===== config.mk =====
export PLATFORM = sky130hd
export DESIGN_NAME = imm_store
export DESIGN_NICKNAME = d
export VERILOG_FILES = /design/src/imm_pkg.sv /design/src/imm_store.sv
export SDC_FILE = /design/constraint.sdc
export NUM_CORES = 2
export LEC_CHECK = 0
export BUFFER_PORTS_ARGS = -buffer_cell sky130_fd_sc_hd__buf_4
export CORE_UTILIZATION = 60
export DETAILED_ROUTE_END_ITERATION = 7
export PLACE_DENSITY_LB_ADDON = 0.2
export SETUP_SLACK_MARGIN = 0.02
export SLEW_MARGIN = 20
export SYNTH_ARGS = -nofsm -noshare
export SYNTH_HDL_FRONTEND = slang
export SYNTH_SLANG_ARGS = --single-unit

===== constraint.sdc =====
create_clock -name clk -period 4.8 [get_ports clk]
set_clock_uncertainty 0.1 [all_clocks]
set_input_delay 0.96 -clock clk [delete_from_list [all_inputs] [get_ports clk]]
set_output_delay 0.96 -clock clk [all_outputs]
set_load 0.005 [all_outputs]

===== src/imm_pkg.sv =====
// shared types and constants for the integer matrix multiply block
// no dependencies
package imm_pkg;

  localparam int MAX_DIM   = 8;
  localparam int IDX_W     = 3;
  localparam int ADDR_W    = 2 * IDX_W;
  localparam int MEM_DEPTH = MAX_DIM * MAX_DIM;
  localparam int DIM_W     = 4;
  localparam int DATA_W    = 32;
  localparam int FUNC_W    = 2;
  localparam int REG_IDX_W = 2;

  // input function codes
  localparam logic [FUNC_W-1:0] FUNC_WRITE_A  = 2'd0;
  localparam logic [FUNC_W-1:0] FUNC_WRITE_B  = 2'd1;
  localparam logic [FUNC_W-1:0] FUNC_MULTIPLY = 2'd2;

  // configuration register indexes
  localparam logic [REG_IDX_W-1:0] REG_ROWS_A    = 2'd0;
  localparam logic [REG_IDX_W-1:0] REG_INNER_DIM = 2'd1;
  localparam logic [REG_IDX_W-1:0] REG_COLS_B    = 2'd2;

  typedef struct packed {
    logic [FUNC_W-1:0]        func;
    logic [IDX_W-1:0]         row;
    logic [IDX_W-1:0]         col;
    logic signed [DATA_W-1:0] value;
  } in_item_t;

  typedef struct packed {
    logic [IDX_W-1:0]         out_row;
    logic [IDX_W-1:0]         out_col;
    logic signed [DATA_W-1:0] product;
    logic                     last;
  } out_item_t;

  // control that travels with the operands into the mac
  typedef struct packed {
    logic valid;
    logic first;
  } mac_ctl_t;

endpackage


===== src/imm_store.sv =====
// element storage for matrices a and b, one write port, registered reads
// depends on imm_pkg
module imm_store import imm_pkg::*; (
  input  logic              clk,
  input  logic              we_a,
  input  logic              we_b,
  input  logic [ADDR_W-1:0] wr_addr,
  input  logic [DATA_W-1:0] wr_data,
  input  logic [ADDR_W-1:0] rd_addr_a,
  input  logic [ADDR_W-1:0] rd_addr_b,
  output logic [DATA_W-1:0] rd_a,
  output logic [DATA_W-1:0] rd_b
);

  logic [DATA_W-1:0] mem_a [MEM_DEPTH];
  logic [DATA_W-1:0] mem_b [MEM_DEPTH];

  // matrix a
  always_ff @(posedge clk) begin
    if (we_a) begin
      mem_a[wr_addr] <= wr_data;
    end
    rd_a <= mem_a[rd_addr_a];
  end

  // matrix b
  always_ff @(posedge clk) begin
    if (we_b) begin
      mem_b[wr_addr] <= wr_data;
    end
    rd_b <= mem_b[rd_addr_b];
  end

endmodule


# == Yosys cells after proc, flatten, opt, wreduce, memory -nomap -nowiden ==
# Memories as Yosys holds them, arrays and structs flattened. A register that Yosys moved wholly into a read port is not among the register bits.
# Cells that the tools add are included.
# word_totals
latch_bits,0
output_inout_bits,64
word_cells,6
register_bits,0
rom_bits,0
ramBits,4096
n_memories,2
# op_classes
n_reduce_logical,0
n_bitwise,0
magnitude_cmp,0
multipliers,0
eq_ne,0
addsub,0
div,0
shifts,0
muxes,4
# memory_table
name,words,word_bits,rd,rd_clocked_by_memory_dff,wr,line_no,source
mem_a,64,32,1,1,1,imm_store.sv:15,logic [DATA_W-1:0] mem_a [MEM_DEPTH];
mem_b,64,32,1,1,1,imm_store.sv:16,logic [DATA_W-1:0] mem_b [MEM_DEPTH];
# ops
cell,count
$mux 1,4

# == Longest topological paths before layout ==
# depth
word_depth,2
depth_mapped,9

# == Worst setup path before layout ==
# No wires, ideal clock.
# synth_path
path_kind,input to register
start,input wr_addr[2]
end,"memory mem_b[52][0], enable pin"
path_slack_ns,0.863
cell_stages,6
arrival_time_ns,3.416
required_time_ns,4.279
path_buffers,2
setup_time_ns,0.421
path_cell_list,clkbuf_1 or3b_2 clkbuf_1 inv_1 nand2_1 nor2_1
# synth_lines
element,line_no,source
from (decl),imm_store.sv:7,"input logic [ADDR_W-1:0] wr_addr,"
to (decl),imm_store.sv:16,
# Straight into the memory's write port.

==> results.py <==
metrics = {
    "setup_path": {
        "r2r_end": "rd_a[14]$_DFF_P_",
        "end_kind": "flip-flop",
        "cp_cell_sequence": "buf_8 > buf_12 > buf_4 > mux2i_1 > a22oi_1 > nand4_1 > nor3_1 > o2bb2a_1",
        "start_kind": "input port",
        "path_depth": 8,
        "max_stage_delay_ns": 0.86,
        "path_buf_inv": 3,
        "worstPathRequired_ns": 5.53,
        "arrival_ns": 4.16,
        "critical_path.endpoint": "rd_b[8]$_DFF_P_",
        "cp_slowest_cell": "nor3_1",
        "crit_start": "rd_addr_b[1]",
        "reg2reg_slack_ns": 2.19,
        "cp_top_family": "simple AND/OR/NAND/NOR gates",
        "crit_path_max_fanout": 50,
        "worstRegToRegCells": 6,
        "r2r-start": "mem_a[6][14]$_DFFE_PP_",
        "critPathKind": "input port to flip-flop",
    },
    "logic_synthesis": {
        "postSynthCellCount": 6821,
        "synth_edf_count": 4096,
        "synth_nets": 6874,
        "netlist_area_mm2": 0.158,
        "ys_types": 53,
        "yosys_warnings": 0,
        "synth.avg_cell_area_um2": 23.2,
        "synthFlopType": "edfxtp_1",
        "ys_async_sr_fraction_pct": 0,
        "synth_seq_area_share_pct": 78.7,
        "ys_ff_latch": 4160,
    },
    "timing": {
        "tns_ns": 0,
        "worst_slew_pin_slew_ns": 1.18,
        "finalMaxSlewViolations": 0,
        "setup_viol": 0,
        "min_period_over_period_pct": 71.5,
        "hold_slack_ns": 0.403,
        "hold_viol_final": 0,
        "fmax_mhz": 291,
        "fin_crit_ns": 3.43,
        "slew_headroom_pct": 21.1,
        "rsz0062_at_grt": "false",
    },
    "clock_network": {
        "clk_pin_slew_ns": 0.06,
        "clock-sinks": 4160,
        "cts_buffer_depth": 4,
        "cts_made_buffers": 410,
        "ctsRootBufferMaster": "clkbuf_16",
        "ctsHtreeMaxLevel": 5,
        "cts_tree": "built",
        "post_cts_resized": 0,
        "cts_setup_buffers": 0,
        "clock_latency_ns": 0.92,
        "cts_hold_buf": 0,
    },
    "floorplan": {
        "start_util_pct": 60.3,
        "coreArea_mm2": 0.262,
        "fp.dieH_um": 515,
        "dieArea_mm2": 0.265,
        "fp.dieW_um": 515,
        "io-pin-count": 117,
        "fp-row-count": 188,
    },
    "route": {
        "vias_per_cell": 6.84,
        "ant_nets": 0,
        "wl_per_cell_um": 35.8,
        "drc": 0,
        "dr.pass1.iters": 8,
        "drt-initial-drc-count": 11500,
        "vias": 76800,
        "routed_wl_mm": 402,
    },
    "place": {
        "place_inst": 10500,
        "placed_area_mm2": 0.166,
        "portBuffers": 116,
        "place_congestion": 0.833,
        "place_hpwl_mm": 228,
    },
    "layout": {
        "nNetsFinal": 7408,
        "area_delta_synth_final_pct": 13.6,
        "fillers": 15700,
        "drive_above_1_share_pct": 30.1,
        "mostFrequentLayoutCells": "4096 x edfxtp_1, 1019 x mux4_2, 433 x buf_4, 414 x clkbuf_16, 322 x mux2i_1",
        "fin_area_mm2": 0.179,
        "layout.cells.non_filler": 11200,
        "multi_input_area_mm2": 0.0328,
        "ff_latch_area_mm2": 0.124,
        "layout_commonest_cell": "edfxtp_1",
    },
    "global_route": {
        "antenna_found_initial": 31,
        "grt_remaining_overflow": 0,
        "grt_pass1_vias": 76200,
        "grt_max_degree": 129,
        "grt_usage_pct": 30.6,
        "grt_pass1_wl_mm": 567,
    },
    "job": {
        "maxCapViolations": 0,
    },
    "pwr": {
        "ir_drop_mv": 0.413,
        "leakagePower_nw": 56.9,
        "p_total_mw": 76.3,
        "power_density_mw_per_mm2": 425,
    },
    "hold_path": {
        "min_path_type": "input port to flip-flop",
    },
    "outcome": {
        "status": "finished clean",
    },
}
worst min-delay path by stage:
stage,end,cells past startpoint,from
after floorplan,rd_a[10]$_DFF_P_,3,mem_a[20][10]$_DFFE_PP_
after global placement,rd_a[21]$_DFF_P_,3,mem_a[52][21]$_DFFE_PP_
after detailed placement,rd_a[21]$_DFF_P_,3,mem_a[48][21]$_DFFE_PP_
after CTS,mem_b[19][30]$_DFFE_PP_,1,wr_data[30]
after global routing,mem_b[17][30]$_DFFE_PP_,1,wr_data[30]
final,mem_b[16][30]$_DFFE_PP_,1,wr_data[30]
final cells by class:
| type | count | area share [%] |
|---|---|---|
| clock buffers | 491 | 5.98 |
| multi-input cells | 2270 | 18.3 |
| flip-flops and latches | 4160 | 69.3 |
| diodes | 17 | 0.0237 |
| repair buffers | 498 | 2.51 |
| inverters | 15 | 0.0314 |
| well taps | 3515 | 2.45 |
| clock inverters | 266 | 1.49 |
flip-flops by register name, summed over array words and instances (netlist names):
signal / cells
mem_b: 2048
mem_a: 2048
rd_a: 32
rd_b: 32
Yosys cell counts (2+ instances only):
master        n  area [um2]
and2_0        2        12.5
buf_6        13         146
or2_2         2        12.5
mux2i_1     322        3220
a22oi_1     121         908
a2bb2oi_1     3        26.3
nand3b_1      9        67.6
o211ai_1     52         390
a211oi_1     27         203
a21oi_1      42         210
a31oi_1       2        12.5
buf_2       133         666
a32oi_1      18         158
o21ai_0       3        15.0
a211oi_2      4        50.1
mux4_2     1019       22900
o21ai_1       2        10.0
o22ai_1      62         388
o2111ai_1     2        17.5
a2111oi_0     4        35.0
and4b_1       3        30.0
nand2_1     192         721
or3_1         5        31.3
dfxtp_1      64        1280
edfxtp_1   4096      123000
clkbuf_1    142         533
o31a_1        4        35.0
nand4_1      25         156
nor2b_1      37         231
nor3_1       23         115
o311ai_0      4        35.0
a311o_1       4        40.0
mux2_2       51         574
nor2_1      158         593
buf_4        58         435
inv_1        15        56.3
o2bb2a_1     19         190
buf_1        30         113
and4bb_2      3        37.5
nand3_1      25         125
nand2b_1      7        43.8
or3b_2        3        26.3
per-stage QoR:
| step | util, % | setup WS (ns) |
|---|---|---|
| after floorplan | - | 0.863 |
| after global placement | 63.3 | 0.379 |
| after detailed placement | 63.3 | 0.613 |
| after CTS | 68.5 | 1.56 |
| after global routing | 68.5 | 1.25 |
| final | 68.5 | 1.37 |
layer usage:
metal	part of all wire, %	track usage (%)	routed length [um]	up-vias
li1	-	-	-	30200
met1	38	45.1	153000	41000
met2	47	46.6	189000	4924
met3	12	6.84	48500	672
met4	2.8	8.89	11300	12
met5	0.017	0	67	-
power breakdown:
group | switching [mW] | internal [mW]
logic | 2.51 | 1.45
clock network | 13.5 | 18.5
registers | 0.183 | 40.2
kinds of logic (layout without fill, tap and decap cells):
group | Yosys count | count (layout) | synth area share [%]
buf+inv | 391 | 1270 | 1.23
simple gates | 500 | 500 | 1.43
other cells | 0 | 17 | 0
flops | 4160 | 4160 | 78.7
mux | 1392 | 1392 | 16.9
compound gates | 378 | 378 | 1.75
Note: power is estimated with default switching activity, not from simulation.
