===== src/imm_pkg.sv =====
// shared types and constants for the integer matrix multiply block
// no dependencies
package imm_pkg;

  localparam int MAX_DIM   = 8;
  localparam int IDX_W     = 3;
  localparam int ADDR_W    = 2 * IDX_W;
  localparam int MEM_DEPTH = MAX_DIM * MAX_DIM;
  localparam int DIM_W     = 4;
  localparam int DATA_W    = 32;
  localparam int FUNC_W    = 2;
  localparam int REG_IDX_W = 2;

  // input function codes
  localparam logic [FUNC_W-1:0] FUNC_WRITE_A  = 2'd0;
  localparam logic [FUNC_W-1:0] FUNC_WRITE_B  = 2'd1;
  localparam logic [FUNC_W-1:0] FUNC_MULTIPLY = 2'd2;

  // configuration register indexes
  localparam logic [REG_IDX_W-1:0] REG_ROWS_A    = 2'd0;
  localparam logic [REG_IDX_W-1:0] REG_INNER_DIM = 2'd1;
  localparam logic [REG_IDX_W-1:0] REG_COLS_B    = 2'd2;

  typedef struct packed {
    logic [FUNC_W-1:0]        func;
    logic [IDX_W-1:0]         row;
    logic [IDX_W-1:0]         col;
    logic signed [DATA_W-1:0] value;
  } in_item_t;

  typedef struct packed {
    logic [IDX_W-1:0]         out_row;
    logic [IDX_W-1:0]         out_col;
    logic signed [DATA_W-1:0] product;
    logic                     last;
  } out_item_t;

  // control that travels with the operands into the mac
  typedef struct packed {
    logic valid;
    logic first;
  } mac_ctl_t;

endpackage


===== src/imm_mac.sv =====
// shared multiply-accumulate unit, registered product then 32-bit wrap sum
// depends on imm_pkg
module imm_mac import imm_pkg::*; (
  input  logic              clk,
  input  logic              rst,
  input  mac_ctl_t          mac_ctl,
  input  logic [DATA_W-1:0] a,
  input  logic [DATA_W-1:0] b,
  output logic [DATA_W-1:0] acc
);

  logic [DATA_W-1:0] prod;
  logic              prod_valid;
  logic              prod_first;

  // product stage, low word only
  always_ff @(posedge clk) begin
    if (rst) begin
      prod_valid <= 1'b0;
    end else begin
      prod_valid <= mac_ctl.valid;
    end
    prod_first <= mac_ctl.first;
    prod       <= a * b;
  end

  // accumulate stage, restarts on the first term of a dot product
  always_ff @(posedge clk) begin
    if (prod_valid) begin
      acc <= (prod_first ? '0 : acc) + prod;
    end
  end

endmodule


===== config.mk =====
export PLATFORM = sky130hd
export DESIGN_NAME = imm_mac
export DESIGN_NICKNAME = d
export VERILOG_FILES = /design/src/imm_pkg.sv /design/src/imm_mac.sv
export SDC_FILE = /design/constraint.sdc
export NUM_CORES = 1
export LEC_CHECK = 0
export BUFFER_PORTS_ARGS = -buffer_cell sky130_fd_sc_hd__buf_4
export CAP_MARGIN = 5
export CORE_ASPECT_RATIO = 0.6
export CORE_UTILIZATION = 55
export CTS_BUF_LIST = sky130_fd_sc_hd__clkbuf_8
export CTS_CLUSTER_SIZE = 16
export DETAILED_ROUTE_END_ITERATION = 8
export PLACE_DENSITY = 0.82
export RECOVER_POWER = 50
export SLEW_MARGIN = 20
export SYNTH_ARGS = -nofsm -noshare
export SYNTH_HDL_FRONTEND = slang
export SYNTH_SLANG_ARGS = --single-unit

===== constraint.sdc =====
create_clock -name clk -period 11.7 [get_ports clk]
set_input_delay 2.34 -clock clk [delete_from_list [all_inputs] [get_ports clk]]
set_output_delay 2.34 -clock clk [all_outputs]
set_load 0.01 [all_outputs]

-- After elaboration in Yosys (flattened, before gate mapping)
Cells that the tools add are included.
- multiplexer cells: 1
- $add $sub $neg: 1
- multipliers: 1
- operators with widths (operator ; number):
    adder 32 bit ; 1
    multiplier 32 x 32 -> 32 bit ; 1
    two-way mux 32 bit ; 1
- flip-flop bits (word level): 66
- bits of input ports: 68
- output and inout bits: 32

-- Depth between registers and ports, before layout
Gate-level depths: netlist of the first run.
- word-level depth: 2
- depth in mapped cells: 29

-- Least setup slack after synthesis of the first run
OpenSTA, ideal clock, no wires.
- path type: input-to-reg
- from: input b[2]
- to: register prod[31]
- library setup time: 120 ps
- stages on the path: 27
- path slack: 2764 ps
- arrival time: 8816 ps
- data required time: 11580 ps
- cells stage by stage: clkbuf_1 > clkbuf_1 > and2_1 > fa_1 > inv_1 > fa_1 > fa_1 > fa_1 > inv_1 > fa_1 > inv_1 > fa_1 > inv_1 > fa_1 > fa_1 > ha_1 > a21o_1 > a21oi_1 > o21bai_1 > a2111o_1 > a31oi_1 > o21ai_1 > and2_1 > o21ai_1 > nand2b_1 > a21oi_1 > xnor2_1
- word-level cells in the longest chain between the ends: 1
- RTL lines (element ; line ; RTL):
    start, declared ; imm_mac.sv:8 ; input logic [DATA_W-1:0] b,
    multiplier 32 x 32 -> 32 bit ; imm_mac.sv:24 ; prod <= a * b;
    end signal, assigned ; imm_mac.sv:24 ;
    end, declared ; imm_mac.sv:12 ; logic [DATA_W-1:0] prod;
No other way between the ends.
A chain may end at the register's enable or synchronous reset.

-- Worst setup path in the final report of the first run
- from: input a[0]
- to: register prod[31]
- word-level cells in the longest chain between the ends: 1
- RTL lines (element ; line ; RTL):
    start, declared ; imm_mac.sv:7 ; input logic [DATA_W-1:0] a,
    multiplier 32 x 32 -> 32 bit ; imm_mac.sv:24 ;
No other way between the ends.

==> out/metrics.yaml, run 1 <==
first_global_vias: 14589
hold_buffers: 0
syn_area_um2: 18900
drtIter0Drc: 1123
worstSetupEndpointType: "flip-flop"
grt_pass1_wl_um: 77800
dp_hpwl_um: 39000
synthSimpleGateAreaFrac_pct: 17.4
netlist_top_cells_count: "fa_1, inv_1, and2_1, nand2_1, ha_1"
nNetsFinal: 2681
rsz0062_at_grt: "no"
drc: 0
hold_viol: 0
synth_top_family_by_area: "adder cells"
synth_cells: 2030
synth_edf_count: 32
dieHeight_um: 146
drt-total-wl_um: 48300
postRouteAntennaNets: 0
port_buffers: 99
start_util_pct: 56.0
grt_max_degree: 33
cts_buffer_depth: 2
wl_per_cell_um: 19.2
cts_setup_buffers: 0
cap_violations: 2
synth_top_area_share_pct: 43.3
ys_ff_latch: 66
nFillCells: 2865
layout.cells.non_filler: 2515
insertion_delay_ns: 0.37
synth-xor-area-share_pct: 5.24
vias: 13669
period_minus_slack_ns: 9.40
avgViaCountPerCell: 5.43
antenna_found_initial: 1
cp-start-kind: "input pin"
cts_sinks: 66
root_buffer: "clkbuf_8"
htree_levels: 3
grt_use_total_pct: 29.1
setup-tns-final_ns: 0
worstPathMaxFanout: 32
layout-drive-gt1-share_pct: 5.74
critPathKind: "input pin to flip-flop"
gr-total-overflow: 0
drv_slew: 66
syn-num-nets: 2661
worstPathArrival_ns: 9.62
clk_pin_slew_ns: 0.08
tightest_slew_ns: 1.96
async_flop_share_pct: 0
period_share_pct: 80.4
synthMuxAreaShare_pct: 0.0530
slew-limit-headroom_pct: -30.7
violations: "capacitance limit, slew limit"
place.gp.congestion: 0.972
area_growth_pct: 5.93
yosys.area.top_type: "fa_1"
crit_required_ns: 11.92
skew_ns: 0.0135
place_inst: 2498
rows: 52
finalInstanceArea_um2: 20000
status: "finished with violations"
synthAdderAreaFrac_pct: 53.5
synth_area_leaders: "fa_1, ha_1, and2_1"
synth_compound_area_share_pct: 5.23
cts_tree: "built"
hold_path.class: "flip-flop to flip-flop"
synth_warnings: 0
fmax_ghz: 0.106
core_area_um2: 33800
avgSynthCellArea_um2: 9.31
cts_buffers: 9
fp.dieW_um: 241
cts_resized: 0
dieArea_um2: 35100
dpl-instance-area_um2: 19900
synth.distinct_cells: 49
drt-pass1-iter-count: 7
setup_viol: 0
io_pins: 100
yosysMostFrequentCell: "fa_1"
ys.flop_type: "dfxtp_1"
synth_seq_area_share_pct: 8.69
## registers in the layout, summed over array words and instances (netlist names)
register    count
prod           32
acc            32
prod_valid      1
prod_first      1
## through the flow
step	utilization (%)	hold WS, ns	setup WS, ns
2_1_floorplan	-	0.508	2.76
3_3_place_gp	58.9	0.526	2.51
3_5_place_dp	58.9	0.561	2.36
4_1_cts	59.4	0.588	2.74
5_1_grt	59.3	0.589	2.01
6_report	59.3	0.578	2.30
## per-layer routing
layer	GRT usage (%)	share of wire (%)	wire (µm)
met3	11.5	13	6200
met5	0	0	0
met2	40.6	41	20000
met4	4.59	1.4	691
met1	43.1	44	21400
## kinds of logic after synthesis
group,Yosys count
flip-flops,66
buffers and inverters,497
multiplexers,1
AND/OR/NAND/NOR,646
adder cells (fa/ha/maj),563
XOR/XNOR,113
AO/OA/AOI/OAI,144
## final timing paths
check | from | to | slack, ns | depth (start not counted)
max | a[0] | prod[31]$_DFF_P_ | 2.30 | 24
min | prod[0]$_DFF_P_ | acc[0]$_DFFE_PP_ | 0.58 | 1
max reg2reg | prod_first$_DFF_P_ | acc[31]$_DFFE_PP_ | 7.00 | 15
min reg2reg | prod[0]$_DFF_P_ | acc[0]$_DFFE_PP_ | 0.58 | 1
## cells in the final DEF, fill, tap and decap left out, types with 2 or more instances in the layout
cell type / count
o31ai_1: 3
clkinv_4: 2
a211oi_1: 8
clkbuf_4: 2
xor2_1: 24
nor2_1: 29
nor4_1: 2
ha_1: 154
o21ai_1: 8
xnor2_1: 89
a21oi_2: 2
and2_1: 270
a31oi_1: 5
clkbuf_1: 9
o21ai_0: 22
inv_4: 2
o21bai_1: 9
and3_1: 2
o31a_1: 2
nor2b_1: 35
dfxtp_1: 34
edfxtp_1: 32
nand3_1: 7
o21a_1: 6
nor3_1: 8
a21oi_1: 36
nand2_1: 271
a21o_1: 27
nand4_1: 6
buf_4: 90
o211ai_1: 3
fa_1: 409
nand2b_1: 6
or3_1: 4
clkbuf_8: 9
inv_1: 406
o21ai_2: 2
a221oi_1: 2
## final cells by class
class	count	area, µm²	share of cell area, %
multi-input combinational	1467	15400	76.7
antenna	1	2.50	0.0125
tap	459	574	2.87
inverter	405	1520	7.60
sequential	66	1640	8.20
timing repair buffer	101	724	3.62
clock buffer	9	124	0.619
clock inverter	7	68.8	0.344
## worst max-delay path: stages
cell and delay [ns]:
clkbuf_1 1.24, and2_1 0.29, fa_1 0.45, ha_1 0.24, fa_1 0.50, ha_1 0.22, fa_1 0.48, inv_1 0.06
fa_1 0.52, inv_1 0.05, fa_1 0.51, fa_1 0.44, ha_1 0.38, a21o_1 0.21, a21oi_1 0.20, o21bai_1 0.09
a2111o_1 0.42, a31oi_1 0.16, o21ai_1 0.13, and2_1 0.18, o21ai_1 0.11, nand2b_1 0.07, a21oi_1 0.19, xnor2_1 0.11
Power of run 1 is not shown: default switching activity piles up to over one toggle a cycle in this logic, so the estimate is an artifact.
==> inputs of run 2 (changes only) <==
==> constraint.sdc (replaced) <==
create_clock -name clk -period 9.45 [get_ports clk]
set_input_delay 1.89 -clock clk [delete_from_list [all_inputs] [get_ports clk]]
set_output_delay 1.89 -clock clk [all_outputs]
set_load 0.01 [all_outputs]
==> run 2 against run 1 <==
Against the previous run: the flow still finishes with violations (capacitance limit, slew limit); die area is the same; non-clock buffer count grew 3; flip-flop and latch count is the same; final cell count is essentially flat; routed wire length grew 1.8%; count of clock-buffer cells in the layout is the same; global-route usage grew 0.40 points; critical endpoint unchanged; via count grew 1.3%; clock skew shrank 0.0023 ns.
==> out/metrics.yaml, run 2 (synthesized netlist as in run 1, its figures left out) <==
reg_top3: "acc x32, prod x32"
crit_path_top_delay_cell: "fa_1"
fmax_ghz: 0.117
cts_sinks: 66  # unchanged
crit_required_ns: 9.67  # -2.25 ns
cts_tree: "built"
first_global_vias: 14470  # -0.82%
start_util_pct: 56.0  # unchanged
core_area_um2: 33800  # unchanged
cap_violations: 1  # -1
nNetsFinal: 2684  # +0.11%
setup_viol: 0  # unchanged
cts_buffers: 9  # unchanged
tightest_slew_ns: 1.92  # -0.0384 ns
status: "finished with violations"
gr-total-overflow: 0  # unchanged
worstPathArrival_ns: 8.76  # -0.86 ns
rsz0062_at_grt: "no"
port_buffers: 99  # unchanged
period_minus_slack_ns: 8.54
dieArea_um2: 35100  # unchanged
final_cell_mix: "fa_1, inv_1, nand2_1, and2_1, ha_1"
hold_viol: 0  # unchanged
rows: 52  # unchanged
hold_buffers: 0  # unchanged
period_share_pct: 90.4
insertion_delay_ns: 0.37  # about the same
dpl-instance-area_um2: 19900  # +0.11%
hold_path.class: "flip-flop to flip-flop"
worstSetupEndpointType: "flip-flop"
crit_buf_inv: 5  # +2
io_pins: 100  # unchanged
grt_max_degree: 33  # unchanged
dp_hpwl_um: 39900  # +2.1%
antenna_found_initial: 0  # -1
skew_ns: 0.0111  # -0.00233 ns
violations: "capacitance limit, slew limit"
drtIter0Drc: 1182  # +5.3%
max_stage_delay_ns: 0.57  # -0.67 ns
path_depth: 26  # +8.3%
hold_slack_ns: 0.549  # -0.0288 ns
cts_buffer_depth: 2  # unchanged
clk_pin_slew_ns: 0.07  # about the same
place.gp.congestion: 0.955  # -1.8%
drt-total-wl_um: 49100  # +1.8%
cp_top_family: "adder cells"
critPathKind: "input pin to flip-flop"
drc: 0  # unchanged
finalInstanceArea_um2: 20000  # +0.13%
wl_per_cell_um: 19.5  # +1.7%
slew-limit-headroom_pct: -28.2  # +2.6 points
worstPathMaxFanout: 27  # -16%
setup-tns-final_ns: 0  # unchanged
vias: 13849  # +1.3%
cts_resized: 0  # unchanged
layout.cells.non_filler: 2517  # +0.080%
avgViaCountPerCell: 5.50  # +1.2%
place_inst: 2501  # +0.12%
fp.dieW_um: 241  # unchanged
worstHoldPathCells: 1  # unchanged
reg2reg_depth: 15  # unchanged
cp-start-kind: "input pin"
cts_setup_buffers: 0  # unchanged
crit_top_cell: "fa_1"
layout_commonest_cell: "fa_1"
postRouteAntennaNets: 0  # unchanged
grt_pass1_wl_um: 78900  # +1.3%
dieHeight_um: 146  # unchanged
drt-pass1-iter-count: 5  # -2
drv_slew: 33  # -50%
layout-drive-gt1-share_pct: 5.64  # -0.11 points
area_growth_pct: 6.06
antenna_cells: 0  # -1
htree_levels: 3  # unchanged
root_buffer: "clkbuf_8"
grt_use_total_pct: 29.5  # +0.40 points
run 2: path summary, 6_finish.rpt:
path | startpoint | to | slack [ns]
setup / recovery | b[5] | prod[31]$_DFF_P_ | 0.91
hold / removal | prod[0]$_DFF_P_ | acc[0]$_DFFE_PP_ | 0.55
setup reg to reg | prod_first$_DFF_P_ | acc[31]$_DFFE_PP_ | 4.87
hold reg to reg | prod[0]$_DFF_P_ | acc[0]$_DFFE_PP_ | 0.55
run 2: worst reg2reg max path: cells and delay by family (launching register included):
family | cells | cell delay (ns)
adder cells (fa/ha/maj) | 1 | 0.29
XOR/XNOR | 1 | 0.09
flip-flops | 1 | 0.31
AND/OR/NAND/NOR | 2 | 0.42
AO/OA/AOI/OAI | 9 | 2.12
buffers and inverters | 2 | 1.11
run 2: final cells by class:
type | count | area, µm²
multi-input combinational | 1467 | 15400
fill | 2850 | 13700
sequential | 66 | 1640
inverter | 405 | 1520
timing repair buffer | 104 | 706
tap | 459 | 574
clock buffer | 9 | 124
clock inverter | 7 | 92.6
run 2: through the flow:
step                util, %  worst slack [ns]
global route           59.3             0.628
floorplan                 -             0.964
CTS                    59.6             0.949
detailed placement     58.9             0.540
global placement       58.9             0.704
finish                 59.3             0.906
run 2: layer usage:
layer / GRT usage, % / vias up / part of all wire (%)
li1: - / 6081 / -
met1: 45.6 / 7000 / 45
met2: 41.7 / 702 / 42
met3: 8.73 / 66 / 12
met4: 3.89 / 0 / 1.2
met5: 0 / - / 0
Power of run 2 is left out for the same reason.
