<file path="config.mk">
export PLATFORM = sky130hd
export DESIGN_NAME = imm_ctrl
export DESIGN_NICKNAME = d
export VERILOG_FILES = /design/src/imm_pkg.sv /design/src/imm_ctrl.sv
export SDC_FILE = /design/constraint.sdc
export NUM_CORES = 1
export LEC_CHECK = 0
export BUFFER_PORTS_ARGS = -buffer_cell sky130_fd_sc_hd__buf_2
export CORE_UTILIZATION = 30
export DETAILED_ROUTE_END_ITERATION = 7
export HOLD_SLACK_MARGIN = 0.15
export PLACE_DENSITY = 0.58
export SETUP_SLACK_MARGIN = 0.15
export SLEW_MARGIN = 5
export SYNTH_ARGS = -nofsm -noshare
export SYNTH_HDL_FRONTEND = slang
export SYNTH_SLANG_ARGS = --single-unit
</file>
<file path="constraint.sdc">
create_clock -name clk -period 4.85 [get_ports clk]
set_input_delay 0.97 -clock clk [delete_from_list [all_inputs] [get_ports clk]]
set_output_delay 0.97 -clock clk [all_outputs]
set_load 0.03 [all_outputs]
</file>
<file path="src/imm_pkg.sv">
// shared types and constants for the integer matrix multiply block
// no dependencies
package imm_pkg;

  localparam int MAX_DIM   = 8;
  localparam int IDX_W     = 3;
  localparam int ADDR_W    = 2 * IDX_W;
  localparam int MEM_DEPTH = MAX_DIM * MAX_DIM;
  localparam int DIM_W     = 4;
  localparam int DATA_W    = 32;
  localparam int FUNC_W    = 2;
  localparam int REG_IDX_W = 2;

  // input function codes
  localparam logic [FUNC_W-1:0] FUNC_WRITE_A  = 2'd0;
  localparam logic [FUNC_W-1:0] FUNC_WRITE_B  = 2'd1;
  localparam logic [FUNC_W-1:0] FUNC_MULTIPLY = 2'd2;

  // configuration register indexes
  localparam logic [REG_IDX_W-1:0] REG_ROWS_A    = 2'd0;
  localparam logic [REG_IDX_W-1:0] REG_INNER_DIM = 2'd1;
  localparam logic [REG_IDX_W-1:0] REG_COLS_B    = 2'd2;

  typedef struct packed {
    logic [FUNC_W-1:0]        func;
    logic [IDX_W-1:0]         row;
    logic [IDX_W-1:0]         col;
    logic signed [DATA_W-1:0] value;
  } in_item_t;

  typedef struct packed {
    logic [IDX_W-1:0]         out_row;
    logic [IDX_W-1:0]         out_col;
    logic signed [DATA_W-1:0] product;
    logic                     last;
  } out_item_t;

  // control that travels with the operands into the mac
  typedef struct packed {
    logic valid;
    logic first;
  } mac_ctl_t;

endpackage

</file>
<file path="src/imm_ctrl.sv">
// sequencer: config registers, input decode, loop counters, output register
// depends on imm_pkg
module imm_ctrl import imm_pkg::*; (
  input  logic                 clk,
  input  logic                 rst,
  input  logic                 cfg_valid,
  output logic                 cfg_ready,
  input  logic [REG_IDX_W-1:0] cfg_index,
  input  logic [DIM_W-1:0]     cfg_data,
  input  logic                 in_valid,
  output logic                 in_ready,
  input  in_item_t             in_data,
  output logic                 out_valid,
  input  logic                 out_ready,
  output out_item_t            out_data,
  output logic                 we_a,
  output logic                 we_b,
  output logic [ADDR_W-1:0]    wr_addr,
  output logic [DATA_W-1:0]    wr_data,
  output logic [ADDR_W-1:0]    rd_addr_a,
  output logic [ADDR_W-1:0]    rd_addr_b,
  output mac_ctl_t             mac_ctl,
  input  logic [DATA_W-1:0]    acc
);

  typedef enum logic [1:0] {
    S_IDLE,
    S_RUN,
    S_DRAIN,
    S_EMIT
  } state_t;

  // read register, product register, accumulator
  localparam logic [1:0] DRAIN_LAST = 2'd2;

  state_t           state;
  logic [DIM_W-1:0] rows_a;
  logic [DIM_W-1:0] inner_dim;
  logic [DIM_W-1:0] cols_b;
  logic [DIM_W-1:0] nr;
  logic [DIM_W-1:0] nk;
  logic [DIM_W-1:0] nc;
  logic [IDX_W-1:0] r;
  logic [IDX_W-1:0] c;
  logic [IDX_W-1:0] k;
  logic [1:0]       drain_cnt;

  logic             in_xfer;
  logic             r_last;
  logic             c_last;
  logic             k_last;
  logic             nk_zero;
  logic [DIM_W-1:0] start_nr;
  logic [DIM_W-1:0] start_nk;
  logic [DIM_W-1:0] start_nc;

  function automatic logic [DIM_W-1:0] clamp_dim(input logic [DIM_W-1:0] d);
    clamp_dim = (d > DIM_W'(MAX_DIM)) ? DIM_W'(MAX_DIM) : d;
  endfunction

  assign cfg_ready = 1'b1;
  assign in_ready  = (state == S_IDLE);
  assign in_xfer   = in_valid && in_ready;

  // element writes go straight to the stores
  assign we_a    = in_xfer && (in_data.func == FUNC_WRITE_A);
  assign we_b    = in_xfer && (in_data.func == FUNC_WRITE_B);
  assign wr_addr = {in_data.row, in_data.col};
  assign wr_data = in_data.value;

  // operand addresses for a[r][k] and b[k][c]
  assign rd_addr_a = {r, k};
  assign rd_addr_b = {k, c};

  assign r_last  = ({1'b0, r} == nr - DIM_W'(1));
  assign c_last  = ({1'b0, c} == nc - DIM_W'(1));
  assign k_last  = ({1'b0, k} == nk - DIM_W'(1));
  assign nk_zero = (nk == '0);

  assign start_nr = clamp_dim(rows_a);
  assign start_nk = clamp_dim(inner_dim);
  assign start_nc = clamp_dim(cols_b);

  // state, counters, config and output register
  always_ff @(posedge clk) begin
    if (rst) begin
      state         <= S_IDLE;
      out_valid     <= 1'b0;
      mac_ctl.valid <= 1'b0;
      rows_a        <= DIM_W'(MAX_DIM);
      inner_dim     <= DIM_W'(MAX_DIM);
      cols_b        <= DIM_W'(MAX_DIM);
    end else begin
      mac_ctl.valid <= (state == S_RUN);
      mac_ctl.first <= (k == '0);

      if (cfg_valid && cfg_ready) begin
        case (cfg_index)
          REG_ROWS_A:    rows_a    <= cfg_data;
          REG_INNER_DIM: inner_dim <= cfg_data;
          REG_COLS_B:    cols_b    <= cfg_data;
          default:       ;
        endcase
      end

      case (state)
        S_IDLE: begin
          if (in_xfer && (in_data.func == FUNC_MULTIPLY) &&
              (start_nr != '0) && (start_nc != '0)) begin
            nr <= start_nr;
            nk <= start_nk;
            nc <= start_nc;
            r  <= '0;
            c  <= '0;
            k  <= '0;
            if (start_nk == '0) begin
              state     <= S_DRAIN;
              drain_cnt <= DRAIN_LAST;
            end else begin
              state <= S_RUN;
            end
          end
        end
        S_RUN: begin
          if (k_last) begin
            state     <= S_DRAIN;
            drain_cnt <= '0;
          end else begin
            k <= k + IDX_W'(1);
          end
        end
        S_DRAIN: begin
          if (drain_cnt == DRAIN_LAST) begin
            out_data.out_row <= r;
            out_data.out_col <= c;
            out_data.product <= nk_zero ? '0 : acc;
            out_data.last    <= r_last && c_last;
            out_valid        <= 1'b1;
            state            <= S_EMIT;
          end else begin
            drain_cnt <= drain_cnt + 2'd1;
          end
        end
        S_EMIT: begin
          if (out_ready) begin
            out_valid <= 1'b0;
            if (out_data.last) begin
              state <= S_IDLE;
            end else begin
              k <= '0;
              if (c_last) begin
                c <= '0;
                r <= r + IDX_W'(1);
              end else begin
                c <= c + IDX_W'(1);
              end
              if (nk_zero) begin
                state     <= S_DRAIN;
                drain_cnt <= DRAIN_LAST;
              end else begin
                state <= S_RUN;
              end
            end
          end
        end
        default: begin
          state <= S_IDLE;
        end
      endcase
    end
  end

endmodule

</file>
Yosys cells after proc, flatten, opt, wreduce, memory -nomap -nowiden

Index checks and enable logic that the tools add are counted.

Memory bits (writable): 0
Bits in read-only memories: 0
Memories kept: 0
Register bits after elaboration: 79
Bits in latches: 0
Word-level logic and storage cells: 114

Mux-type cells: 35
Magnitude comparators: 3
Multiply operators: 0
Shifts and indexed selects: 0
Equality and inequality tests: 21
Div/mod/pow operators: 0
Reduce and logical (&&, ||, !) cells: 29
Add/subtract/negate cells: 7
Bitwise logic cells: 1

Operator list:

| cell                                                                    | count |
|---|---|
| 3-bit 2-to-1 mux                                                        | 10 |
| 2-bit 2-to-1 mux                                                        | 14 |
| 2-bit inequality test, second input constant                            | 8 |
| 2-bit one-hot mux with 4 select lines                                   | 2 |
| 3-bit by 4-bit equality test with 1-bit output                          | 3 |
| 4-bit greater-than comparator, second input constant                    | 3 |
| 4-bit 2-to-1 mux                                                        | 3 |
| 3-bit one-hot mux with 2 select lines                                   | 2 |
| 6-bit AND reduction                                                     | 2 |
| 4-bit by 1-bit subtractor with 4-bit output, second input constant      | 3 |
| 2-bit equality test, second input constant                              | 5 |
| 3-bit by 1-bit adder with 3-bit output, second input constant           | 3 |
| 3-bit one-hot mux with 3 select lines                                   | 1 |
| 3-bit AND reduction                                                     | 3 |
| 4-bit logical NOT                                                       | 2 |
| 8-bit AND reduction                                                     | 1 |
| 4-bit nonzero test                                                      | 2 |
| 1-bit logical AND                                                       | 7 |
| 2-bit by 1-bit equality test with 1-bit output, second input constant   | 3 |
| 2-bit logical NOT                                                       | 3 |
| 2-bit AND reduction                                                     | 3 |
| 5-bit AND reduction                                                     | 1 |
| 2-bit by 1-bit inequality test with 1-bit output, second input constant | 2 |
| 4-bit AND reduction                                                     | 1 |
| 7 further kinds                                                         | 9 |

Depth between registers and ports, before layout

Gate-level depths: netlist of the first run.

Depth after elaboration: 7
Mapped depth: 8

Least setup slack after synthesis of the first run

Ideal clock, no wire load.

Path kind: input -> register
Start point: input port in_valid
End point: register nc[0] (enable)
Path buffers: 0
Stages on the path: 3
Required time: 4451 ps
Setup time: 399 ps
Setup slack: 1867 ps
Data arrival time: 2584 ps
Cell sequence: nand2_2 or4_4 nor3b_1

Cells in the longest elaborated chain, start to end: 5

RTL lines:

| item                                 | RTL line        | text |
|---|---|---|
| start: declaration                   | imm_ctrl.sv:10  | `input logic in_valid,` |
| 1-bit logical AND                    | imm_ctrl.sv:63  | `assign in_xfer = in_valid && in_ready;` |
| 1-bit logical AND (2 in a row)       | imm_ctrl.sv:108 | `if (in_xfer && (in_data.func == FUNC_MULTIPLY) &&` |
| 1-bit logical AND                    | imm_ctrl.sv:109 | `(start_nr != '0) && (start_nc != '0)) begin` |
| 3-bit AND reduction (no source line) | n/a             |  |
| end signal: assignment               | imm_ctrl.sv:112 | `nc <= start_nc;` |
| end: declaration                     | imm_ctrl.sv:42  | `logic [DIM_W-1:0] nc;` |

No other way between the ends.
A chain may end at the register's enable or synchronous reset.

Worst setup path in the final report of the first run

Start point: register state[0]
End point: register nr[1] (enable)

Cells in the longest elaborated chain, start to end: 6

RTL lines:

| item                                   | RTL line                        | text |
|---|---|---|
| start: declaration                     | imm_ctrl.sv:36                  | `state_t state;` |
| start signal: assignment               | imm_ctrl.sv:87                  | `state <= S_IDLE;` |
| start signal: assignment               | imm_ctrl.sv:117                 | `state <= S_DRAIN;` |
| start signal: assignment               | imm_ctrl.sv:120                 | `state <= S_RUN;` |
| 2-bit logical NOT *                    | imm_ctrl.sv:62, imm_ctrl.sv:106 |  |
| 1-bit logical AND                      | imm_ctrl.sv:63                  |  |
| 1-bit logical AND (2 in a row)         | imm_ctrl.sv:108                 |  |
| 1-bit logical AND                      | imm_ctrl.sv:109                 |  |
| 3-bit AND reduction (no source line) * | n/a                             |  |
| end signal: assignment                 | imm_ctrl.sv:110                 | `nr <= start_nr;` |
| end: declaration                       | imm_ctrl.sv:40                  | `logic [DIM_W-1:0] nr;` |

Every way passes the cells marked *; elsewhere a longest branch is shown, timed or not.

==> impl_metrics.yaml, run 1 <==
global_route:
  grt_pass1_vias: 2206
  gr-total-overflow: 0
  grt_pass1_wl_mm: 11.4
  antenna_found_initial: 0
  grt_max_degree: 40
  grt_usage_pct: 11.7
routing:
  drt_iter0_markers: 224
  dr.pass1.iters: 4
  drc: 0
  detail_route.wl_per_cell_um: 13.7
  viasPerCell: 4.27
  wl_mm: 7.45
  dr_total_vias: 2321
  ant_nets: 0
power_and_ir_drop:
  power.internal_w: 0.00132
  p_sw_share_pct: 25.2
  power.net_switching_w: 0.000446
  power_density_nw_per_um2: 397
  vdd_ir_drop_max_mv: 0.148
  power_frac_clock_pct: 39.1
  seq_power_share_pct: 44.8
  power.share.combinational_pct: 16.1
  p_leak_nw: 1.80
critical_path:
  cp_max_fo: 8
  reg2reg_from: "state[0]"
  cp.required_ns: 4.88
  crit_path_end_kind: "flop"
  cp-start-kind: "flop"
  crit_type: "reg -> reg"
  r2r-end: "nr[1]"
  ff2ff_setup_slack_ns: 2.16
  reg2regPathDepth: 6
  slowest_stage: "or4_4"
  path_cells: "inv_1 > ha_1 > nand2_2 > or4_4 > nor3b_1 > buf_4"
  cp_data_arrival_time_ns: 2.72
  critPathMaxStageDelay_ns: 0.60
floorplan:
  die_x_um: 114
  rows: 40
  start_util_pct: 31.1
  dieArea_um2: 13000
  die_h_um: 114
  fp.coreArea_um2: 12100
  io_pins: 179
clock_tree:
  cts_resized: 0
  cts_sinks: 79
  htree_num_levels: 3
  post_cts_buffers: 0
  clockRootBuffer: "clkbuf_16"
  holdBufCountCts: 0
  cts.path.max_buffers: 2
  numCtsBuffers: 9
  worstSkewPairLatency_ns: 0.32
  path_clk_slew_ns: 0.06
  cts_tree: "done"
timing:
  fin_crit_ns: 2.69
  relSlewSlack_pct: 36.2
  fmaxAchievable_ghz: 0.372
  hold_viol: 0
  fin_crit_sh_pct: 55.4
  drv_slew: 0
  finalSetupViolations: 0
  tns_ns: 0
  worst_pin_slew_ns: 0.957
  rsz0062_at_grt: "false"
  finClkSkew_ns: 0.00554
cells_and_area:
  final_common_cell: "buf_2"
  n_antenna_cell: 0
  nets: 467
  regArea_um2: 2210
  n_fill_cell: 1214
  multi_input_comb_area_um2: 1160
  final_core_util_pct: 36.7
  layout_common_cells: "buf_2, edfxtp_1, and2_1, nor2_1, dfxtp_1"
  syn_to_final_growth_pct: 18.1
  layout-drive-gt1-share_pct: 31.9
worst_hold_path:
  hp-start: "rows_a[1]"
  min_to: "rows_a[1]"
  whs_path_depth: 2
  min_path_type: "reg -> reg"
synth:
  synth_nets: 405
  seq_area_frac_synth_pct: 58.7
  netlist_instances: 309
  syn_avg_cell_area_um2: 12.2
  synth_seq_cells: 79
  ys.warnings.count: 0
  yosysUniqueCellTypes: 37
  syn_area_um2: 3770
placement:
  port_buffers: 101
  routabilityCongestion: 0.723
  hpwl_mm: 5.59
outcome:
  outcome: "complete, no violations"
flow_run:
  drv_cap: 0
## flip-flops by register name, indices dropped and copies added (netlist names)
signal,flops
state,2
out_data,39
inner_dim,4
r,3
out_valid,1
drain_cnt,2
nk,4
k,3
nc,4
mac_ctl,2
cols_b,4
rows_a,4
nr,4
c,3
## cells by family (layout without fill, tap and decap cells)
group,after synthesis,after routing,share of synthesized area [%]
AOI/OAI and AO/OA,21,21,3.65
xor gates and xnor gates,14,14,3.25
adders and majority gates,13,13,4.31
buffers and inverters,65,132,10.7
DFF,79,79,58.7
muxes,13,13,3.45
other,1,1,0.0995
and+or+nand+nor,103,103,15.9
## critical path: cells and delay by family (launching register included)
family                   cells  cell delay (ns)
AND/OR/NAND/NOR              3             1.29
buffers and inverters        2             0.41
adder cells (fa/ha/maj)      1             0.37
flip-flops                   1             0.33
## worst max path at each step
stage                         from  slack, ns     to  cells past startpoint
after floorplan           in_valid       1.87  nc[0]                      3
after global placement    in_valid       1.99  nc[0]                      5
after detailed placement  in_valid       1.95  nc[2]                      5
after CTS                 state[0]       2.14  nc[2]                      6
after global routing      state[0]       1.96  nc[2]                      6
final                     state[0]       2.16  nr[1]                      6
## synthesized netlist by cell type
master,count,area (um^2)
or4_4,1,11.3
nand2b_1,3,18.8
nand2_2,1,6.26
clkbuf_1,9,33.8
and2_1,36,225
nor3_1,6,30.0
ha_1,13,163
nor2b_1,14,87.6
o31a_1,1,8.76
or3b_1,1,8.76
nor4_1,4,25.0
nand4_1,4,25.0
inv_1,13,48.8
a21oi_2,2,17.5
nand3b_1,2,15.0
a21oi_1,6,30.0
a221oi_1,1,8.76
nor3b_1,2,15.0
or4_1,1,7.51
o21ai_1,1,5.00
clkinv_1,1,3.75
conb_1,1,3.75
buf_4,42,315
o31ai_1,1,7.51
nand2_1,7,26.3
a211o_1,3,26.3
o21ai_0,4,20.0
xor2_1,7,61.3
xnor2_1,7,61.3
dfxtp_1,16,320
a211oi_1,1,7.51
mux2i_1,13,130
and3_1,4,25.0
nor2_1,16,60.1
a31oi_1,1,6.26
edfxtp_1,63,1890
nor3b_2,1,12.5
## per-stage QoR
step	total power (W)	area [um^2]	worst slack, ns	hold WS [ns]	std cells
floorplan	0.00107	3770	1.87	0.475	309
global placement	0.00109	4150	1.99	0.496	528
detailed placement	0.00109	4150	1.95	0.509	528
CTS	0.00179	4450	2.14	0.526	544
global route	0.00185	4450	1.96	0.563	544
finish	0.00177	4450	2.16	0.533	544
## power groups by stage
| stage | clock, W | sequential (W) | combinational (W) |
|---|---|---|---|
| after floorplan | 0 | 0.000828 | 0.000239 |
| after global placement | 0 | 0.000805 | 0.000281 |
| after detailed placement | 0 | 0.000808 | 0.000283 |
| after CTS | 0.000707 | 0.000793 | 0.000285 |
| after global routing | 0.000742 | 0.000796 | 0.000311 |
| final | 0.000692 | 0.000792 | 0.000284 |
## final cells by class
cell class	instances	area share (%)
tap	168	4.72
clock inverter	5	1.63
timing repair buffer	102	11.5
multi-input combinational	165	26.0
clock buffer	11	5.23
inverter	14	1.18
sequential	79	49.7
## layer usage
layer / track usage [%] / up-vias / share of wire (%)
met5: 0 / - / 0
met4: 8.48 / 0 / 3.7
met3: 3.02 / 36 / 9.2
met2: 18.1 / 116 / 43
met1: 14.3 / 1023 / 44
li1: - / 1146 / -
Note: power is estimated with default switching activity, not from simulation.
==> run 2, diff against run 1 <==
--- a/config.mk
+++ b/config.mk
@@ -5,6 +5,7 @@
 export SDC_FILE = /design/constraint.sdc
 export NUM_CORES = 1
 export LEC_CHECK = 0
+export ABC_AREA = 1
 export BUFFER_PORTS_ARGS = -buffer_cell sky130_fd_sc_hd__buf_2
 export CORE_UTILIZATION = 30
 export DETAILED_ROUTE_END_ITERATION = 7
==> constraint.sdc (replaced) <==
create_clock -name clk -period 2.6 [get_ports clk]
set_input_delay 0.52 -clock clk [delete_from_list [all_inputs] [get_ports clk]]
set_output_delay 0.52 -clock clk [all_outputs]
set_load 0.03 [all_outputs]
==> run 2 against run 1 <==
  * Cell area up 2.6%
  * Combinational power increased to 2.5 times the previous value
  * Non-clock buffer count up 2
==> impl_metrics.yaml, run 2 <==
outcome:
  outcome: "complete, no violations"
clock_tree:
  post_cts_buffers: 0
  holdBufCountCts: 0
  cts_tree: "done"
  cts_resized: 0
  clockRootBuffer: "clkbuf_16"
  htree_num_levels: 3
  numCtsBuffers: 9
  worstSkewPairLatency_ns: 0.33
  path_clk_slew_ns: 0.06
  cts.path.max_buffers: 2
  cts_sinks: 79
synth:
  synth_edf_count: 63
  ys.flop_type: "edfxtp_1"
  synth_nets: 493
  synth_common_cells: "inv_1, nor2_1, edfxtp_1"
  yosys.cell_count.top_type: "inv_1"
  synth_seq_cells: 79
  synth_top_area_share_pct: 49.3
  ys.warnings.count: 0
  synth.area.top_cells: "edfxtp_1, buf_4, dfxtp_1, inv_1, nor2_1"
  yosys.area.top_type: "edfxtp_1"
  netlist_instances: 397
  seq_area_frac_synth_pct: 57.6
  yosysUniqueCellTypes: 26
  synthArstFlopShare_pct: 0
  syn_area_um2: 3840
  syn_avg_cell_area_um2: 9.68
placement:
  routabilityCongestion: 0.830
  hpwl_mm: 5.67
  place_inst: 620
  port_buffers: 101
cells_and_area:
  top_register: "out_data"
  n_antenna_cell: 0
  syn_to_final_growth_pct: 18.9
  layout_common_cells: "buf_2, inv_1, nor2_1, edfxtp_1, nand2_1"
  layout-drive-gt1-share_pct: 26.5
  final_cells: 636
  nets: 559
  final_core_util_pct: 37.2
  final_common_cell: "buf_2"
  largest_register_ffs: 39
timing:
  fin_crit_sh_pct: 81.3
  finalSetupViolations: 0
  finClkSkew_ns: 0.00692
  drv_slew: 0
  fin_crit_ns: 2.11
  hold_viol: 0
  tns_ns: 0
  fmaxAchievable_ghz: 0.473
  whs_ns: 0.430
  rsz0062_at_grt: "false"
routing:
  wl_mm: 7.34
  dr.pass1.iters: 4
  drc: 0
  detail_route.wl_per_cell_um: 11.5
  drt_iter0_markers: 107
  viasPerCell: 4.14
  dr_total_vias: 2636
  ant_nets: 0
critical_path:
  slowest_stage: "dfxtp_1"
  path_common_cell: "nand2_1"
  critPathMaxStageDelay_ns: 0.33
  critical-path-top-delay-family: "simple AND/OR/NAND/NOR gates"
  crit_path_end_kind: "flop"
  crit_type: "reg -> reg"
  cp-start-kind: "flop"
  cp_data_arrival_time_ns: 2.15
  cp.required_ns: 2.64
  critPathBufInv: 1
  cp_max_fo: 5
  path_cells: "inv_1 > ha_1 > nand2_1 > nor3_2 > nand3_1 > nand2_1 > nand3_2 > nor2_2 > and2_1"
power_and_ir_drop:
  p_leak_nw: 2.07
  power_density_nw_per_um2: 788
  total_power_w: 0.00360
  vdd_ir_drop_max_mv: 0.278
floorplan:
  io_pins: 179
  die_h_um: 115
  rows: 40
  dieArea_um2: 13300
  die_x_um: 115
  fp.coreArea_um2: 12300
  start_util_pct: 31.3
global_route:
  gr-total-overflow: 0
  grt_pass1_vias: 2435
  grt_pass1_wl_mm: 11.5
  antenna_found_initial: 0
  grt_usage_pct: 11.6
  grt_max_degree: 33
worst_hold_path:
  min_path_type: "in -> reg"
flow_run:
  drv_cap: 0
[run 2: cell count changes after synthesis, moves of 4 or more]
cell	change
a21oi_1	+4
and2_1	-35
and3_1	-4
clkbuf_1	-6
inv_1	+63
mux2i_1	-13
nand2_1	+36
nand3_1	+11
nor2_1	+52
nor2b_1	-14
nor4_1	-4
o21ai_0	+9
xor2_1	-4
[run 2: worst reg2reg max path, stage by stage (launching register included)]
cell	delay (ns)
dfxtp_1	0.33
inv_1	0.13
ha_1	0.30
nand2_1	0.14
nor3_2	0.13
nand3_1	0.12
nand2_1	0.17
nand3_2	0.11
nor2_2	0.18
and2_1	0.22
[run 2: cells by family after synthesis]
logic type                 share of synthesized area [%]
and+or+nand+nor                                     15.5
other                                             0.0976
xor gates and xnor gates                            2.51
DFF                                                 57.6
buffers and inverters                               16.4
AOI/OAI and AO/OA                                   3.68
adders and majority gates                           4.23
[run 2: final timing paths]
check                           depth (start not counted)  slack, ns   startpoint        end
worst max-delay path                                    9       0.49     state[0]       r[0]
worst min-delay path                                    3       0.43  cfg_data[3]  rows_a[3]
worst max register to register                          9       0.49     state[0]       r[0]
worst min register to register                          2       0.47    rows_a[0]  rows_a[0]
[run 2: per-stage QoR]
stage                     area, um^2  worst slack [ns]
after floorplan                 3840             0.432
after detailed placement        4250             0.480
after global routing            4570             0.340
final                           4570             0.485
after global placement          4250             0.576
after CTS                       4570             0.473
[run 2: power by group]
part | total, W | internal, W | switching, W | leakage, nW
Sequential | 0.00157 | 0.00148 | 0.0000810 | 0.707
Clock | 0.00132 | 0.000833 | 0.000484 | 0.155
Combinational | 0.000717 | 0.000235 | 0.000482 | 1.21
[run 2: metal layers]
metal	GRT usage (%)	up-vias	wire length, um
met5	0	-	0
met1	13.0	1135	3220
li1	-	1345	-
met4	7.45	0	238
met2	19.2	122	3250
met3	3.32	34	634
[run 2: layout make-up]
type                       count  area, um^2
timing repair buffer         104         541
clock buffer                   9         225
clock inverter                 7        86.3
sequential                    79        2210
tap                          168         210
fill                        1229        7700
multi-input combinational    193        1010
inverter                      76         285
